File: config.mk
export PLATFORM = sky130hd
export DESIGN_NAME = keypad_code_lock_controller
export DESIGN_NICKNAME = d
export VERILOG_FILES = /design/src/kcl_pkg.sv /design/src/keypad_code_lock_controller.sv /design/src/kcl_front.sv /design/src/kcl_queue.sv /design/src/kcl_back.sv
export SDC_FILE = /design/constraint.sdc
export NUM_CORES = 1
export LEC_CHECK = 0
export ABC_AREA = 1
export BUFFER_PORTS_ARGS = -buffer_cell sky130_fd_sc_hd__buf_2
export CAP_MARGIN = 0
export CORE_MARGIN = 10
export CORE_UTILIZATION = 40
export CTS_BUF_LIST = sky130_fd_sc_hd__clkbuf_8
export CTS_CLUSTER_DIAMETER = 40
export DETAILED_ROUTE_END_ITERATION = 7
export SLEW_MARGIN = 40
export SYNTH_ARGS = -nofsm -noshare
export SYNTH_HDL_FRONTEND = slang
export SYNTH_SLANG_ARGS = --single-unit
File: constraint.sdc
create_clock -name clock -period 3.35 [get_ports clock]
set_input_delay 0.67 -clock clock [delete_from_list [all_inputs] [get_ports clock]]
set_output_delay 0.67 -clock clock [all_outputs]
set_load 0.02 [all_outputs]
File: src/kcl_pkg.sv
// Shared constants, codes and types of the keypad code lock controller.
`default_nettype none

package kcl_pkg;

   localparam int CODE_LENGTH = 4;
   localparam int ENTRY_DEPTH = 2 * CODE_LENGTH + 1;
   localparam int ENTRY_IDX_W = $clog2(ENTRY_DEPTH);

   localparam int KEY_W    = 3;
   localparam int POS_W    = 5;
   localparam int TRIES_W  = 4;
   localparam int TICKS_W  = 16;
   localparam int STATUS_W = 3;
   localparam int KIND_W   = 2;

   localparam int REQ_DATA_W = 8;
   localparam int RSP_DATA_W = 16;

   localparam int QUEUE_DEPTH = 2;
   localparam int QPTR_W      = $clog2(QUEUE_DEPTH);
   localparam int QCNT_W      = $clog2(QUEUE_DEPTH + 1);

   localparam logic [KEY_W-1:0] KEY_HASH = 3'd4;

   localparam logic [TRIES_W-1:0] TRIES_SAT         = 4'd15;
   localparam logic [TRIES_W-1:0] MAX_TRIES_RESET   = 4'd5;
   localparam logic [TICKS_W-1:0] LOCKOUT_RESET     = 16'd120;

   localparam logic CSR_MAX_TRIES     = 1'b0;
   localparam logic CSR_LOCKOUT_TICKS = 1'b1;

   localparam logic CMD_KEY  = 1'b0;
   localparam logic CMD_TICK = 1'b1;

   // Item classes decided in the front end.
   localparam logic [KIND_W-1:0] KIND_KEY  = 2'd0;
   localparam logic [KIND_W-1:0] KIND_TICK = 2'd1;
   localparam logic [KIND_W-1:0] KIND_BAD  = 2'd2;

   localparam logic [STATUS_W-1:0] ST_COLLECT    = 3'd0;
   localparam logic [STATUS_W-1:0] ST_UNLOCK     = 3'd1;
   localparam logic [STATUS_W-1:0] ST_WRONG      = 3'd2;
   localparam logic [STATUS_W-1:0] ST_LOCK_START = 3'd3;
   localparam logic [STATUS_W-1:0] ST_IGNORED    = 3'd4;
   localparam logic [STATUS_W-1:0] ST_LOCK_END   = 3'd5;

   typedef logic [KEY_W-1:0] key_type;

   typedef struct packed {
      logic [KIND_W-1:0] kind;
      key_type           key;
   } kcl_item_type;

   // Packed so that status lands in the lowest bits.
   typedef struct packed {
      logic [POS_W-1:0]    keys_entered;
      logic [TRIES_W-1:0]  failed_tries;
      logic                code_changed;
      logic                change_mode;
      logic [STATUS_W-1:0] status;
   } kcl_result_type;

   localparam int RESULT_W = $bits(kcl_result_type);

endpackage

`default_nettype wire

File: src/keypad_code_lock_controller.sv
// Keypad code lock controller: top level joining front end, queue and back end.
//
// Use: key events and time ticks arrive as request transfers (req_tuser 0 for a key,
// 1 for a tick, the key code in req_tdata). Every request gives exactly one response
// transfer carrying the status, the change-mode flag, the code-changed flag, the
// failed-try count and the number of keys held in the current entry.
// Configuration (max tries at index 0, lockout ticks at index 1) is written through
// the csr_ channel, which is always ready; write it only while the block is idle.
// Path: a request is held in the front register, then in a queue slot, and its response
// is valid from the back-end result register.
// Throughput: one request per cycle while rsp_tready stays high; the back end decides each
// item combinationally, with the whole code compare done in parallel.
// Reset: synchronous, active high; restores code "0123", five tries, 120 lockout ticks,
// and clears the entry, the try count and any lockout. No clearing pass is needed.
// Stalls: while rsp_tready is low the result register holds, the two-entry queue and
// the front register fill, and only then does req_tready fall.
`default_nettype none

module keypad_code_lock_controller
   import kcl_pkg::*;
(
   input  wire logic                  clock,
   input  wire logic                  reset,
   input  wire logic                  req_tvalid,
   output logic                       req_tready,
   input  wire logic [REQ_DATA_W-1:0] req_tdata,   // [2:0] key_code, [7:3] zero
   input  wire logic                  req_tuser,   // [0] command
   output logic                       rsp_tvalid,
   input  wire logic                  rsp_tready,
   // [2:0] status, [3] change_mode, [4] code_changed, [8:5] failed_tries,
   // [13:9] keys_entered, [15:14] zero
   output logic [RSP_DATA_W-1:0]      rsp_tdata,
   input  wire logic                  csr_valid,
   output logic                       csr_ready,
   input  wire logic                  csr_index,
   input  wire logic [TICKS_W-1:0]    csr_data
);

   logic           front_valid, front_ready;
   kcl_item_type   front_item;
   logic           queue_valid, queue_ready;
   kcl_item_type   queue_item;
   kcl_result_type result;

   assign csr_ready = 1'b1;

   kcl_front u_front (
      .clock      (clock),
      .reset      (reset),
      .req_tvalid (req_tvalid),
      .req_tready (req_tready),
      .req_tdata  (req_tdata),
      .req_tuser  (req_tuser),
      .item_valid (front_valid),
      .item_ready (front_ready),
      .item       (front_item)
   );

   kcl_queue u_queue (
      .clock      (clock),
      .reset      (reset),
      .push_valid (front_valid),
      .push_ready (front_ready),
      .push_item  (front_item),
      .pop_valid  (queue_valid),
      .pop_ready  (queue_ready),
      .pop_item   (queue_item)
   );

   kcl_back u_back (
      .clock      (clock),
      .reset      (reset),
      .csr_valid  (csr_valid && csr_ready),
      .csr_index  (csr_index),
      .csr_data   (csr_data),
      .item_valid (queue_valid),
      .item_ready (queue_ready),
      .item       (queue_item),
      .rsp_tvalid (rsp_tvalid),
      .rsp_tready (rsp_tready),
      .result     (result)
   );

   assign rsp_tdata = {(RSP_DATA_W - RESULT_W)'(0), result};

endmodule

`default_nettype wire

File: src/kcl_front.sv
// Front end: takes request transfers, classifies them and registers them.
`default_nettype none

module kcl_front
   import kcl_pkg::*;
(
   input  wire logic                  clock,
   input  wire logic                  reset,
   input  wire logic                  req_tvalid,
   output logic                       req_tready,
   input  wire logic [REQ_DATA_W-1:0] req_tdata,
   input  wire logic                  req_tuser,
   output logic                       item_valid,
   input  wire logic                  item_ready,
   output kcl_item_type               item
);

   logic         valid_ff, valid_in;
   kcl_item_type item_ff, item_in;
   kcl_item_type classified;
   key_type      key;

   assign key = req_tdata[KEY_W-1:0];

   always_comb begin
      classified.key = key;
      if (req_tuser == CMD_TICK) begin
         classified.kind = KIND_TICK;
      end else if (key > KEY_HASH) begin
         classified.kind = KIND_BAD;
      end else begin
         classified.kind = KIND_KEY;
      end
   end

   assign req_tready = !valid_ff || item_ready;

   always_comb begin
      valid_in = valid_ff;
      item_in  = item_ff;
      if (req_tready) begin
         valid_in = req_tvalid;
         item_in  = classified;
      end
   end

   always_ff @(posedge clock) begin
      if (reset) begin
         valid_ff <= 1'b0;
      end else begin
         valid_ff <= valid_in;
      end
   end

   always_ff @(posedge clock) begin
      item_ff <= item_in;
   end

   assign item_valid = valid_ff;
   assign item       = item_ff;

endmodule

`default_nettype wire

File: src/kcl_queue.sv
// Short queue of classified items between the front and back ends.
`default_nettype none

module kcl_queue
   import kcl_pkg::*;
(
   input  wire logic         clock,
   input  wire logic         reset,
   input  wire logic         push_valid,
   output logic              push_ready,
   input  wire kcl_item_type push_item,
   output logic              pop_valid,
   input  wire logic         pop_ready,
   output kcl_item_type      pop_item
);

   kcl_item_type            slots_ff [QUEUE_DEPTH];
   logic [QPTR_W-1:0]       wr_ptr_ff, wr_ptr_in;
   logic [QPTR_W-1:0]       rd_ptr_ff, rd_ptr_in;
   logic [QCNT_W-1:0]       count_ff, count_in;
   logic                    push, pop;

   assign push_ready = count_ff != QCNT_W'(QUEUE_DEPTH);
   assign pop_valid  = count_ff != '0;
   assign push       = push_valid && push_ready;
   assign pop        = pop_valid && pop_ready;
   assign pop_item   = slots_ff[rd_ptr_ff];

   always_comb begin
      wr_ptr_in = wr_ptr_ff;
      rd_ptr_in = rd_ptr_ff;
      count_in  = count_ff;
      if (push) begin
         wr_ptr_in = (wr_ptr_ff == QPTR_W'(QUEUE_DEPTH - 1)) ? '0 : wr_ptr_ff + 1'b1;
      end
      if (pop) begin
         rd_ptr_in = (rd_ptr_ff == QPTR_W'(QUEUE_DEPTH - 1)) ? '0 : rd_ptr_ff + 1'b1;
      end
      if (push && !pop) begin
         count_in = count_ff + 1'b1;
      end else if (pop && !push) begin
         count_in = count_ff - 1'b1;
      end
   end

   always_ff @(posedge clock) begin
      if (reset) begin
         wr_ptr_ff <= '0;
         rd_ptr_ff <= '0;
         count_ff  <= '0;
      end else begin
         wr_ptr_ff <= wr_ptr_in;
         rd_ptr_ff <= rd_ptr_in;
         count_ff  <= count_in;
      end
   end

   always_ff @(posedge clock) begin
      if (push) begin
         slots_ff[wr_ptr_ff] <= push_item;
      end
   end

endmodule

`default_nettype wire

File: src/kcl_back.sv
// Back end: lock state, code compare, try and lockout counting, result register.
`default_nettype none

module kcl_back
   import kcl_pkg::*;
(
   input  wire logic                 clock,
   input  wire logic                 reset,
   input  wire logic                 csr_valid,
   input  wire logic                 csr_index,
   input  wire logic [TICKS_W-1:0]   csr_data,
   input  wire logic                 item_valid,
   output logic                      item_ready,
   input  wire kcl_item_type         item,
   output logic                      rsp_tvalid,
   input  wire logic                 rsp_tready,
   output kcl_result_type            result
);

   logic [TRIES_W-1:0] max_tries_ff, max_tries_in;
   logic [TICKS_W-1:0] lockout_ticks_ff, lockout_ticks_in;

   key_type            stored_ff [CODE_LENGTH];
   key_type            stored_in [CODE_LENGTH];
   key_type            entry_keys_ff [ENTRY_DEPTH];
   key_type            entry_keys_in [ENTRY_DEPTH];
   key_type            keys_now [ENTRY_DEPTH];
   logic [POS_W-1:0]   pos_ff, pos_in;
   logic               changing_ff, changing_in;
   logic [TRIES_W-1:0] tries_ff, tries_in;
   logic [TICKS_W-1:0] lockout_ff, lockout_in;

   logic               rsp_valid_ff, rsp_valid_in;
   kcl_result_type     result_ff, result_in;

   logic                   take;
   logic [ENTRY_IDX_W-1:0] pos_idx;
   logic                   plain_ok, old_ok, new_ok;

   assign take       = item_valid && (!rsp_valid_ff || rsp_tready);
   assign item_ready = take;
   assign pos_idx    = pos_ff[ENTRY_IDX_W-1:0];

   // Entry with the current key written in, and the three fixed compares on it.
   always_comb begin
      keys_now          = entry_keys_ff;
      keys_now[pos_idx] = item.key;
      plain_ok = 1'b1;
      old_ok   = 1'b1;
      new_ok   = 1'b1;
      for (int i = 0; i < CODE_LENGTH; i++) begin
         if (keys_now[ENTRY_IDX_W'(i)] != stored_ff[i]) begin
            plain_ok = 1'b0;
         end
         if (keys_now[ENTRY_IDX_W'(i + 1)] != stored_ff[i]) begin
            old_ok = 1'b0;
         end
         if (keys_now[ENTRY_IDX_W'(i + CODE_LENGTH + 1)] != stored_ff[i]) begin
            new_ok = 1'b0;
         end
      end
   end

   always_comb begin
      logic               changing_now;
      logic [POS_W-1:0]   pos_inc;
      logic               done;
      logic               do_change;
      logic               match;
      logic [TRIES_W-1:0] tries_inc;
      logic [STATUS_W-1:0] status;
      logic               changed;

      max_tries_in     = max_tries_ff;
      lockout_ticks_in = lockout_ticks_ff;
      stored_in        = stored_ff;
      entry_keys_in    = entry_keys_ff;
      pos_in           = pos_ff;
      changing_in      = changing_ff;
      tries_in         = tries_ff;
      lockout_in       = lockout_ff;
      status           = ST_COLLECT;
      changed          = 1'b0;
      changing_now     = changing_ff || (pos_ff == '0 && item.key == KEY_HASH);
      pos_inc          = pos_ff + 1'b1;
      done             = changing_now ? (pos_inc >= POS_W'(ENTRY_DEPTH))
                                      : (pos_inc >= POS_W'(CODE_LENGTH));
      do_change        = changing_now && old_ok
                         && keys_now[ENTRY_IDX_W'(CODE_LENGTH + 1)] != KEY_HASH;
      match            = changing_now ? (do_change || new_ok) : plain_ok;
      tries_inc        = (tries_ff == TRIES_SAT) ? tries_ff : tries_ff + 1'b1;

      if (csr_valid) begin
         unique case (csr_index)
            CSR_MAX_TRIES:     max_tries_in     = csr_data[TRIES_W-1:0];
            CSR_LOCKOUT_TICKS: lockout_ticks_in = csr_data;
            default: ;
         endcase
      end

      if (take) begin
         unique case (item.kind)
            KIND_TICK: begin
               if (lockout_ff != '0) begin
                  lockout_in = lockout_ff - 1'b1;
                  if (lockout_ff == TICKS_W'(1)) begin
                     tries_in = '0;
                     status   = ST_LOCK_END;
                  end
               end
            end
            KIND_BAD: begin
               if (lockout_ff != '0) begin
                  status = ST_IGNORED;
               end
            end
            KIND_KEY: begin
               if (lockout_ff != '0) begin
                  status = ST_IGNORED;
               end else begin
                  entry_keys_in = keys_now;
                  if (done) begin
                     if (do_change) begin
                        for (int i = 0; i < CODE_LENGTH; i++) begin
                           stored_in[i] = keys_now[ENTRY_IDX_W'(i + CODE_LENGTH + 1)];
                        end
                        changed = 1'b1;
                     end
                     pos_in      = '0;
                     changing_in = 1'b0;
                     if (match) begin
                        tries_in = '0;
                        status   = ST_UNLOCK;
                     end else begin
                        tries_in = tries_inc;
                        if (tries_inc >= max_tries_ff) begin
                           lockout_in = (lockout_ticks_ff == '0) ? TICKS_W'(1)
                                                                 : lockout_ticks_ff;
                           status     = ST_LOCK_START;
                        end else begin
                           status = ST_WRONG;
                        end
                     end
                  end else begin
                     pos_in      = pos_inc;
                     changing_in = changing_now;
                  end
               end
            end
            default: ;
         endcase
      end

      result_in.status       = status;
      result_in.change_mode  = changing_in;
      result_in.code_changed = changed;
      result_in.failed_tries = tries_in;
      result_in.keys_entered = pos_in;

      if (take) begin
         rsp_valid_in = 1'b1;
      end else if (rsp_tready) begin
         rsp_valid_in = 1'b0;
      end else begin
         rsp_valid_in = rsp_valid_ff;
      end
   end

   always_ff @(posedge clock) begin
      if (reset) begin
         max_tries_ff     <= MAX_TRIES_RESET;
         lockout_ticks_ff <= LOCKOUT_RESET;
         for (int i = 0; i < CODE_LENGTH; i++) begin
            stored_ff[i] <= KEY_W'(i);
         end
         pos_ff           <= '0;
         changing_ff      <= 1'b0;
         tries_ff         <= '0;
         lockout_ff       <= '0;
         rsp_valid_ff     <= 1'b0;
      end else begin
         max_tries_ff     <= max_tries_in;
         lockout_ticks_ff <= lockout_ticks_in;
         stored_ff        <= stored_in;
         pos_ff           <= pos_in;
         changing_ff      <= changing_in;
         tries_ff         <= tries_in;
         lockout_ff       <= lockout_in;
         rsp_valid_ff     <= rsp_valid_in;
      end
   end

   // Entry keys are only read back after being written in the same entry.
   always_ff @(posedge clock) begin
      entry_keys_ff <= entry_keys_in;
      if (take) begin
         result_ff <= result_in;
      end
   end

   assign rsp_tvalid = rsp_valid_ff;
   assign result     = result_ff;

endmodule

`default_nettype wire

==> metrics.md <==
| Metric | Value |
|---|---|
| Die ar. | `21000 um2` |
| Status | `finished clean` |
| Clk network pwr share | `22.8%` |
| Met2 wire len | `6.72 mm` |
| Synthesized flop and latch total | `115` |
| Post-CTS sizing | `0` |
| Number of CTS-inserted buffers | `17` |
| Residual DRC count | `0` |
| Core area | `15300 um2` |
| Reg power frac | `34.3%` |
| Seq/Total Area, Yosys | `45.4%` |
| Final setup fails | `0` |
| Crit Path Category | `flip-flop to flip-flop` |
| Synth cell types | `42` |
| Logic gate share of total power | `42.9%` |
| Area added between synthesis and finish | `12.6%` |
| Type of the most critical hold path | `input port to flip-flop` |
| Headroom to the max-slew limit | `61.5%` |
| Clk slew on worst S/H paths | `0.07 ns` |
| ANT cells | `0` |
| Period minus WS final | `2.99 ns` |
| Via Count | `5204` |
| Post-Syn Area per Cell | `7.59 um2` |
| Fmax achieved | `334 MHz` |
| Crit end category | `flip-flop` |
| Syn Inst Count | `821` |
| Nets | `908` |
| HPWL Detailed | `11.1 mm` |
| Sw Share | `42.4%` |
| Top sig layer | `met4` |
| Die span in x | `145 um` |
| Hold_buf cts | `0` |
| Wirelength, routed | `15.1 mm` |
| Critical-path top delay cell | `dfxtp_1` |
| Fillers | `1555` |
| Fin crit share | `89.3%` |
| Tot GR Track Use | `15.2%` |
| Setup Skew | `0.0112 ns` |
| CTS root buffer | `clkbuf_8` |
| Synth Warn # | `0` |
| Pleak | `3.16 nW` |
| CTS Sinks | `115` |
| Largest net degree at the start of global routing | `36` |
| Met3 routed WL | `879 um` |
| Crit-path cells | `ha_1 > nand2_1 > inv_1 > nand2_1 > o21ai_0 > ha_1 > inv_1 > a21oi_1 > o21ai_0 > nand2_1 > a21oi_1 > inv_1 > o22ai_1 > nor2_1 > nand2_2 > inv_2 > o21ai_0 > a21oi_1` |
| M1 wire length | `7.26 mm` |
| Post-synthesis instance area | `6230 um2` |
| Commonest non-fill, non-tap cell in the layout | `nand2_1` |
| Worst Hold Path EP | `u_front.item[2]$_DFFE_PP_` |
| TritonCTS clock tree | `built` |
| Worst r2r src | `u_back.tries_ff[1]$_SDFF_PP0_` |
| DR pass1 iterations | `5` |
| Int Power | `3.34 mW` |
| Hold Slack | `0.412 ns` |
| First-pass GRT wire length | `25.0 mm` |
| Worst endpoint required time | `3.67 ns` |
| Post-route ant nets | `0` |
| Hold Crit Start | `req_tdata[2]` |
| Worst setup SP type | `flip-flop` |
| Share of post-route cells with drive strength above 1 | `14.6%` |
| Register-to-Register Path Depth | `18` |
| Fin. max-slew vios | `0` |
| Setup_tns | `0 ns` |
| CP peak stage delay | `0.42 ns` |
| Row count | `45` |
| Setup Buffers After CTS | `0` |
| Reg2reg end | `u_back.lockout_ff[15]$_SDFFE_PP0P_` |
| IO Pins | `50` |
| Drt wl/cell | `13.8 um` |
| Initial antenna violation count | `0` |
| Actual slew at the worst max-slew pin | `0.576 ns` |
| Crit-path max FO | `22` |
| Net switching power | `2.46 mW` |
| Vias in the first global route | `4964` |
| MaxCap Viol Count | `0` |
| Hold path cells | `1` |
| Height of the die | `145 um` |
| RD Place Congestion | `0.864` |
| Arr. time, crit path | `3.32 ns` |
| Worst VDD drop | `0.000491 V` |
| Worst path top cell family by delay | `compound AO/OA/AOI/OAI gates` |
| Unrepaired setup endpoints after global routing | `no` |
| Clk_lat worst skew | `0.45 ns` |
| Cell Pwr Density | `826 nW/um2` |
| Starting Density | `40.9%` |
| H-tree depth | `4` |
| Most frequent cells in the layout | `219 x nand2_1, 102 x inv_1, 80 x nor2_1` |
| First DRT Iteration DRCs | `355` |
| Buf+Inv Stages, Crit Path | `4` |
| PortBufs | `41` |
| R2R Setup Slk | `0.36 ns` |
| Final hold vios | `0` |
| Max clock buf depth | `2` |
| Via density | `4.78` |
| Grt ovf | `0` |
==> Yosys cell counts <==
| master | n | area share (%) |
|---|---|---|
| nand3_2 | 8 | 1.3 |
| o211ai_1 | 6 | 0.72 |
| buf_6 | 3 | 0.54 |
| mux2i_1 | 2 | 0.32 |
| nand3_4 | 1 | 0.28 |
| nand2_2 | 13 | 1.3 |
| conb_1 | 2 | 0.12 |
| a211oi_2 | 1 | 0.20 |
| inv_2 | 8 | 0.48 |
| clkinv_2 | 1 | 0.080 |
| nor3_4 | 1 | 0.26 |
| o21ai_0 | 56 | 4.5 |
| clkinv_1 | 1 | 0.060 |
| nand2_1 | 219 | 13 |
| dfxtp_1 | 62 | 20 |
| o21ai_2 | 3 | 0.42 |
| nor3_1 | 6 | 0.48 |
| ha_1 | 12 | 2.4 |
| o21a_1 | 1 | 0.12 |
| buf_4 | 6 | 0.72 |
| nand3_1 | 59 | 4.7 |
| nand2_4 | 4 | 0.72 |
| clkbuf_1 | 12 | 0.72 |
| a21oi_1 | 40 | 3.2 |
| nor2_2 | 3 | 0.30 |
| nor2_1 | 80 | 4.8 |
| or2_2 | 1 | 0.10 |
| and3_1 | 1 | 0.10 |
| inv_1 | 102 | 6.1 |
| nor3_2 | 1 | 0.16 |
| xor2_1 | 9 | 1.3 |
| nand4_1 | 7 | 0.70 |
| nor2_4 | 4 | 0.72 |
| edfxtp_1 | 53 | 26 |
| or2_1 | 1 | 0.10 |
| o22ai_1 | 4 | 0.40 |
| buf_2 | 2 | 0.16 |
| nor4_1 | 3 | 0.30 |
| inv_4 | 2 | 0.20 |
| o21ai_1 | 11 | 0.88 |
| a211oi_1 | 4 | 0.48 |
| xnor2_1 | 6 | 0.84 |
==> layout make-up <==
class                   count  area (um2)  share of cell area [%]
multi-input cells         570        2840                    40.5
clock buffers              17         234                    3.33
well taps                 211         264                    3.76
clock inverters            15         165                    2.35
repair buffers             47         250                    3.56
flip-flops and latches    115        2830                    40.3
inverters                 114         434                    6.18
==> through the flow <==
step                utilization (%)  setup WS (ns)  area (um2)  std cells  power (mW)
floorplan                         -          0.868        6240        822        3.90
global placement               43.4          0.481        6620       1057        4.46
detailed placement             43.4          0.402        6620       1057        4.49
CTS                            46.0          0.376        7020       1089        5.82
global route                   46.0         0.0875        7020       1089        6.26
finish                         46.0          0.359        7020       1089        5.80
==> layer usage <==
metal	up-vias	GRT usage [%]
met3	16	4.07
li1	2749	-
met2	121	23.6
met5	-	0
met1	2318	20.2
met4	0	4.36
==> registers in the layout, summed over array words and instances, names as in the netlist, named ones only <==
name                     count
u_back.changing_ff           1
u_back.entry_keys_ff        24
u_back.lockout_ff           16
u_back.lockout_ticks_ff     16
u_back.max_tries_ff          4
u_back.pos_ff                5
u_back.result               14
u_back.rsp_tvalid            1
u_back.stored_ff             9
u_back.tries_ff              4
u_front.item                 5
u_front.item_valid           1
u_queue.count_ff             2
u_queue.rd_ptr_ff            1
u_queue.slots_ff            10
u_queue.wr_ptr_ff            1
==> power groups by stage <==
stage	Clock, mW	Sequential, mW	Combinational (mW)
2_1_floorplan	0	2.09	1.82
5_1_grt	1.43	2.03	2.80
4_1_cts	1.35	1.99	2.48
6_report	1.32	1.99	2.49
3_3_place_gp	0	2.01	2.45
3_5_place_dp	0	2.02	2.47
==> cell families after synthesis <==
kind of cell	share of synthesized area [%]
mux	0.321
simple gates	29.6
fa+ha+maj	2.41
compound gates	10.9
buf+inv	9.11
flops	45.4
other cells	0.120
xor+xnor	2.11
==> worst max path at each step <==
stage	startpoint	end	slack, ns	cells after the start
after floorplan	flip-flop	u_back.result[3]$_DFFE_PP_	0.87	12
after global placement	u_back.tries_ff[1]$_SDFF_PP0_	u_back.lockout_ff[15]$_SDFFE_PP0P_	0.48	18
after detailed placement	u_back.tries_ff[1]$_SDFF_PP0_	u_back.lockout_ff[15]$_SDFFE_PP0P_	0.40	18
after CTS	u_back.tries_ff[1]$_SDFF_PP0_	u_back.lockout_ff[15]$_SDFFE_PP0P_	0.38	18
after global routing	u_back.tries_ff[1]$_SDFF_PP0_	u_back.lockout_ff[15]$_SDFFE_PP0P_	0.09	18
final	u_back.tries_ff[1]$_SDFF_PP0_	u_back.lockout_ff[15]$_SDFFE_PP0P_	0.36	18
Power figures use the tool's default switching activity.
